[config.mk]
export PLATFORM = sky130hd
export DESIGN_NAME = packed_datetime_validator_top
export DESIGN_NICKNAME = d
export VERILOG_FILES = /design/src/sv/pdtv_pkg.sv /design/src/sv/packed_datetime_validator_top.sv
export SDC_FILE = /design/constraint.sdc
export NUM_CORES = 2
export LEC_CHECK = 0
export BUFFER_PORTS_ARGS = -buffer_cell sky130_fd_sc_hd__buf_2
export CORE_AREA = 10 10 507 360
export CTS_CLUSTER_SIZE = 28
export DETAILED_ROUTE_END_ITERATION = 10
export DIE_AREA = 0 0 517 370
export HOLD_SLACK_MARGIN = 0.08
export PLACE_DENSITY = 0.58
export SLEW_MARGIN = 10
export SYNTH_ARGS = -nofsm -noshare
export SYNTH_HDL_FRONTEND = slang
export SYNTH_SLANG_ARGS = --single-unit
export TNS_END_PERCENT = 5
[constraint.sdc]
create_clock -name clock -period 8.3 [get_ports clock]
set_clock_uncertainty 0.2 [all_clocks]
set_input_delay 0.415 -clock clock [delete_from_list [all_inputs] [get_ports clock]]
set_output_delay 0.415 -clock clock [all_outputs]
set_load 0.02 [all_outputs]
[src/sv/pdtv_pkg.sv]
// ----------------------------------------------------------------------------
// pdtv_pkg: shared types, constants and functions of the datetime validator
//
// Holds the pipeline geometry, the binary-to-BCD chunk converter used by each
// conversion stage, and the range check applied to the final BCD digits.
// ----------------------------------------------------------------------------
package pdtv_pkg;

   // Input word width and the bit that is ignored (sign marker).
   localparam int WORD_W     = 64;
   localparam int SIGN_BIT   = 63;

   // Only the low fourteen decimal digits (YYYYMMDDhhmmss) matter.
   localparam int DIGITS     = 14;
   localparam int BCD_W      = 4 * DIGITS;

   // Conversion stages: each one shifts in a chunk of input bits.
   localparam int STAGE_BITS = 8;
   localparam int NUM_STAGES = WORD_W / STAGE_BITS;

   // Cycles from the accepting edge to the edge that takes the result.
   localparam int LATENCY    = NUM_STAGES + 2;

   // Digit positions (units digit of each two-digit group).
   localparam int SEC_POS    = 0;
   localparam int MIN_POS    = 2;
   localparam int HOUR_POS   = 4;
   localparam int DAY_POS    = 6;
   localparam int MONTH_POS  = 8;
   localparam int YEAR_POS   = 10;

   typedef logic [BCD_W-1:0]      bcd_type;
   typedef logic [3:0]            digit_type;
   typedef logic [STAGE_BITS-1:0] chunk_type;
   typedef logic [WORD_W-1:0]     word_type;

   // Payload carried from one pipeline stage to the next.
   typedef struct packed {
      logic     zero;
      word_type bits;
      bcd_type  bcd;
   } stage_type;

   // Shift-add-3 conversion of one chunk, MSB first. Carries out of the top
   // digit are dropped, which keeps the value modulo ten to the fourteenth.
   function automatic bcd_type dabble_chunk(input bcd_type bcd_in, input chunk_type chunk);
      bcd_type acc;
      acc = bcd_in;
      for (int b = STAGE_BITS - 1; b >= 0; b--) begin
         for (int d = 0; d < DIGITS; d++) begin
            if (acc[4*d +: 4] >= 4'd5) begin
               acc[4*d +: 4] = acc[4*d +: 4] + 4'd3;
            end
         end
         acc = {acc[BCD_W-2:0], chunk[b]};
      end
      return acc;
   endfunction

   function automatic digit_type digit_at(input bcd_type bcd, input int pos);
      return bcd[4*pos +: 4];
   endfunction

   // True when every date and time group lies within its allowed range.
   function automatic logic datetime_in_range(input bcd_type bcd);
      digit_type sec_hi;
      digit_type min_hi;
      digit_type hour_hi;
      digit_type hour_lo;
      digit_type day_hi;
      digit_type day_lo;
      digit_type mon_hi;
      digit_type mon_lo;
      digit_type y0;
      digit_type y1;
      digit_type y2;
      digit_type y3;
      logic      ok_sec;
      logic      ok_min;
      logic      ok_hour;
      logic      ok_day;
      logic      ok_mon;
      logic      ok_year;
      sec_hi  = digit_at(bcd, SEC_POS + 1);
      min_hi  = digit_at(bcd, MIN_POS + 1);
      hour_lo = digit_at(bcd, HOUR_POS);
      hour_hi = digit_at(bcd, HOUR_POS + 1);
      day_lo  = digit_at(bcd, DAY_POS);
      day_hi  = digit_at(bcd, DAY_POS + 1);
      mon_lo  = digit_at(bcd, MONTH_POS);
      mon_hi  = digit_at(bcd, MONTH_POS + 1);
      y0      = digit_at(bcd, YEAR_POS);
      y1      = digit_at(bcd, YEAR_POS + 1);
      y2      = digit_at(bcd, YEAR_POS + 2);
      y3      = digit_at(bcd, YEAR_POS + 3);
      // Units digits are always 0-9, so only the tens digit limits 0-59.
      ok_sec  = (sec_hi <= 4'd5);
      ok_min  = (min_hi <= 4'd5);
      ok_hour = (hour_hi < 4'd2) || ((hour_hi == 4'd2) && (hour_lo <= 4'd3));
      ok_day  = (day_hi < 4'd3) || ((day_hi == 4'd3) && (day_lo <= 4'd1));
      ok_mon  = (mon_hi == 4'd0) || ((mon_hi == 4'd1) && (mon_lo <= 4'd2));
      // Year 1950 through 2050.
      ok_year = ((y3 == 4'd1) && (y2 == 4'd9) && (y1 >= 4'd5)) ||
                ((y3 == 4'd2) && (y2 == 4'd0) &&
                 ((y1 < 4'd5) || ((y1 == 4'd5) && (y0 == 4'd0))));
      return ok_sec && ok_min && ok_hour && ok_day && ok_mon && ok_year;
   endfunction

endpackage

[src/sv/packed_datetime_validator_top.sv]
// ----------------------------------------------------------------------------
// packed_datetime_validator_top: pipelined packed decimal datetime check
//
// A new word can be started in every cycle: busy is never raised. Each
// transaction's result appears on rsp_valid_res with the one-cycle strobe
// rsp_valid, in the order the words were started. A word passes through one
// capture register, the eight binary-to-BCD conversion stages (eight input
// bits each) and one range-check register, in that order. The receiver has
// no way to hold results off.
// ----------------------------------------------------------------------------
module packed_datetime_validator_top
   import pdtv_pkg::*;
(
   input  logic              clock,
   input  logic              reset,
   input  logic              start,
   output logic              busy,
   input  logic [WORD_W-1:0] req_raw_value,
   output logic              rsp_valid,
   output logic              rsp_valid_res
);

   // Stage 0 captures the masked word; stages 1..NUM_STAGES convert to BCD.
   logic      valid_ff [NUM_STAGES+1];
   stage_type data_ff  [NUM_STAGES+1];
   stage_type data_in  [NUM_STAGES+1];
   logic      valid_in [NUM_STAGES+1];

   logic      rsp_valid_ff;
   logic      rsp_valid_in;
   logic      rsp_res_ff;
   logic      rsp_res_in;

   // The pipeline never stalls, so a new transaction is always taken.
   assign busy = 1'b0;

   // Capture drops the sign marker and notes an all-zero value; the
   // conversion stages then shift the next chunk of bits into the BCD digits.
   always_comb begin
      valid_in[0]     = start && !busy;
      data_in[0].zero = (req_raw_value[SIGN_BIT-1:0] == '0);
      data_in[0].bits = {1'b0, req_raw_value[SIGN_BIT-1:0]};
      data_in[0].bcd  = '0;
      for (int s = 1; s <= NUM_STAGES; s++) begin
         valid_in[s]     = valid_ff[s-1];
         data_in[s].zero = data_ff[s-1].zero;
         data_in[s].bits = data_ff[s-1].bits << STAGE_BITS;
         data_in[s].bcd  = dabble_chunk(data_ff[s-1].bcd,
                                        data_ff[s-1].bits[WORD_W-1 -: STAGE_BITS]);
      end
   end

   // Final check on the fully converted digits.
   always_comb begin
      rsp_valid_in = valid_ff[NUM_STAGES];
      rsp_res_in   = data_ff[NUM_STAGES].zero ||
                     datetime_in_range(data_ff[NUM_STAGES].bcd);
   end

   // Valid bits travel with the data and are cleared by reset.
   always_ff @(posedge clock) begin
      if (reset) begin
         for (int s = 0; s <= NUM_STAGES; s++) begin
            valid_ff[s] <= 1'b0;
         end
         rsp_valid_ff <= 1'b0;
      end else begin
         for (int s = 0; s <= NUM_STAGES; s++) begin
            valid_ff[s] <= valid_in[s];
         end
         rsp_valid_ff <= rsp_valid_in;
      end
   end

   // Payload registers need no reset.
   always_ff @(posedge clock) begin
      for (int s = 0; s <= NUM_STAGES; s++) begin
         data_ff[s] <= data_in[s];
      end
      rsp_res_ff <= rsp_res_in;
   end

   assign rsp_valid     = rsp_valid_ff;
   assign rsp_valid_res = rsp_res_ff;

endmodule

==> impl_metrics.ini <==
[synth]
synth_cell_type_count = 157
synth_warnings = 0
syn_area_per_cell_sq_um = 7.48
ys_seq_area_share_pct = 15.4
yosysTopAreaCell = dfxtp_1
syn_nets = 10900
ys_seq_elements = 596
synthTopCellsByArea = dfxtp_1 15%, ha_1 7.9%, a21oi_1 5.0%
synth_area_sq_um = 77300
synth_flop_cell = dfxtp_1
synthArstFlopShare_pct = 0
synth_cells = 10300
synth_top_area_share_pct = 15.4
synth_edf_count = 0

[sta]
finalSetupTns_ps = 0
tightestPinTransition_ps = 1200
hold_viol = 0
finalMaxSlewViolations = 0
finalCritPeriodShare_pct = 90.4
fmaxAchievable_mhz = 133
period_minus_slack_ps = 7500
rsz0062_at_grt = no
setup_violations = 0
relSlewSlack_pct = 19.5

[die]
die_width_um = 517
core_sq_um = 173000
core.rowCount = 128
io-pin-count = 70
fp.dieArea_sq_um = 191000
die_h_um = 370
start_util_pct = 44.7

[worst_setup_path]
crit_start = data_ff[0][383]
r2r_slack_ps = 800
cp.required_ps = 8700
critPathKind = reg2reg
slowest_delay_ps = 710
cp_max_fo = 14
rr_startpoint = data_ff[0][383]
start_kind = register
critPathArrivalTime_ps = 7900
crit_path_end_kind = register
worst_path_max_delay_cell = or4_1

[layout]
syn2layout_area_growth_pct = 7.32
n_antenna_cell = 0
fillCellCount = 16600
fin_nets = 10900
drive_gt1_share_pct = 12.0

[clocking]
clkTransAtPathRegs_ps = 60
cts_tree = built
htreeDepth = 3
cts_root_buffer = clkbuf_16
cts.sinks = 596
clockBufferDepth = 3
numCtsBuffers = 72
clk_latency_ps = 740

[grt]
grt_pass1_vias = 65200
use_met3_pct = 2.02
grt_util_met1_pct = 23.8
grt_max_degree = 25
grtUsageTotal_pct = 16.4
grt_pass1_wl_um = 290000
busiest_layer = met2
antenna_found_initial = 0
grt-ovfl-total = 0
use_met2_pct = 26.0

[place]
numPortBuffers = 67
place_congestion = 0.814
hpwl_um = 126000

[detailed_routing]
vias = 73000
routed_wl_um = 166000
drt-wirelength-per-cell_um = 13.1
drt_first_iter_violations = 4378
vias_per_cell = 5.76
ant_nets = 0
drc = 0
first_pass_iters = 6

[job]
max_cap_violations = 0

[outcome]
status = completed

[worst_hold_path]
hold_path_class = reg2reg
hp-start = data_ff[0][711]
Yosys cell counts, types with 166 or more instances:
cell / count
mux2i_1: 284
dfxtp_1: 596
a21oi_1: 769
a31oi_1: 183
nand2_1: 805
mux2_2: 213
a211oi_1: 166
xnor2_1: 283
inv_1: 670
nor3_1: 267
nand2b_1: 238
nand3_1: 236
ha_1: 486
o211ai_1: 174
o21ai_1: 230
o21ai_0: 680
nor2_1: 925
registers in the layout, indices dropped and copies added (netlist names):
name / flops
data_ff: 585
rsp_valid: 1
rsp_valid_res: 1
valid_ff: 9
cells by family after synthesis:
group | after synthesis | share of synthesized area [%]
AOI/OAI and AO/OA | 3880 | 35.3
xor gates and xnor gates | 528 | 7.55
adders and majority gates | 530 | 8.44
buffers and inverters | 984 | 4.98
DFF | 596 | 15.4
muxes | 533 | 7.48
other | 1 | 0.00485
and+or+nand+nor | 3286 | 20.8
what timing repair did:
item | CTS | global route
hold buffers | 67 | 0
resized for setup | 0 | 3
endpoints found under the setup margin | 0 | 2
endpoints found under the hold margin | 73 | 0
buffers inserted | 0 | 0
path summary, 6_finish.rpt:
check | end | cells after the start
min | data_ff[0][840] | 0
max | data_ff[0][507] | 35
min reg2reg | data_ff[0][840] | 0
max reg2reg | data_ff[0][507] | 35
area by class of cell:
type | instances | area (sq um) | share of cell area, %
inverter | 747 | 2810 | 3.38
tap | 2275 | 2850 | 3.43
clock buffer | 92 | 2010 | 2.42
timing repair buffer | 164 | 1230 | 1.48
clock inverter | 37 | 584 | 0.704
multi-input combinational | 8758 | 61600 | 74.2
sequential | 596 | 11900 | 14.4
worst max-delay path, delay by kind of cell, from the launching register on:
| kind | cells | cell delay, ps |
|---|---|---|
| multiplexers | 2 | 570 |
| flip-flops | 1 | 360 |
| AND/OR/NAND/NOR | 10 | 2210 |
| AO/OA/AOI/OAI | 12 | 2120 |
| buffers and inverters | 5 | 480 |
| adder cells (fa/ha/maj) | 6 | 1450 |
layer usage:
metal / vias to the layer above / share of wire, %
met2: 1016 / 42
met5: - / 0
met4: 0 / 1.2
met3: 113 / 3.2
met1: 33400 / 53
li1: 38500 / -
metrics by stage:
| step | utilization [%] | hold slack, ps | setup WS (ps) | area, sq um | instances |
|---|---|---|---|---|---|
| after global placement | 46.1 | 110 | 835 | 79700 | 12500 |
| after global routing | 48.0 | 102 | 30.5 | 83000 | 12700 |
| after floorplan | - | 110 | 1490 | 77300 | 10300 |
| after CTS | 48.0 | 80.7 | 629 | 82900 | 12700 |
| after detailed placement | 46.1 | 112 | 655 | 79700 | 12500 |
| final | 48.0 | 92.3 | 801 | 83000 | 12700 |
cells in the final DEF (no fill, tap or decap), types with 48 or more instances in the layout:
master / count
a211o_1: 54
nor4_1: 66
o21ai_1: 230
xnor2_2: 108
o31ai_1: 81
or2_2: 53
nor3_1: 267
and3_1: 69
xor2_1: 104
o22ai_1: 110
a31o_2: 73
o21bai_1: 76
mux2i_1: 284
nor2_1: 925
nand2b_1: 238
inv_2: 70
a21oi_2: 108
nand2_1: 805
o21a_1: 143
buf_2: 67
dlygate4sd3_1: 67
inv_1: 670
xnor2_1: 282
and2_1: 127
a21o_1: 143
nor2b_1: 128
or3_1: 48
a31oi_1: 183
dfxtp_1: 596
a22oi_1: 50
o21ai_0: 680
clkbuf_16: 72
nor3b_1: 106
nand3_1: 236
a21oi_1: 769
mux2_2: 213
o211ai_1: 174
ha_1: 486
a211oi_1: 166
Power is not shown: default switching activity piles up to over one toggle a cycle in this logic, so the estimate is an artifact.
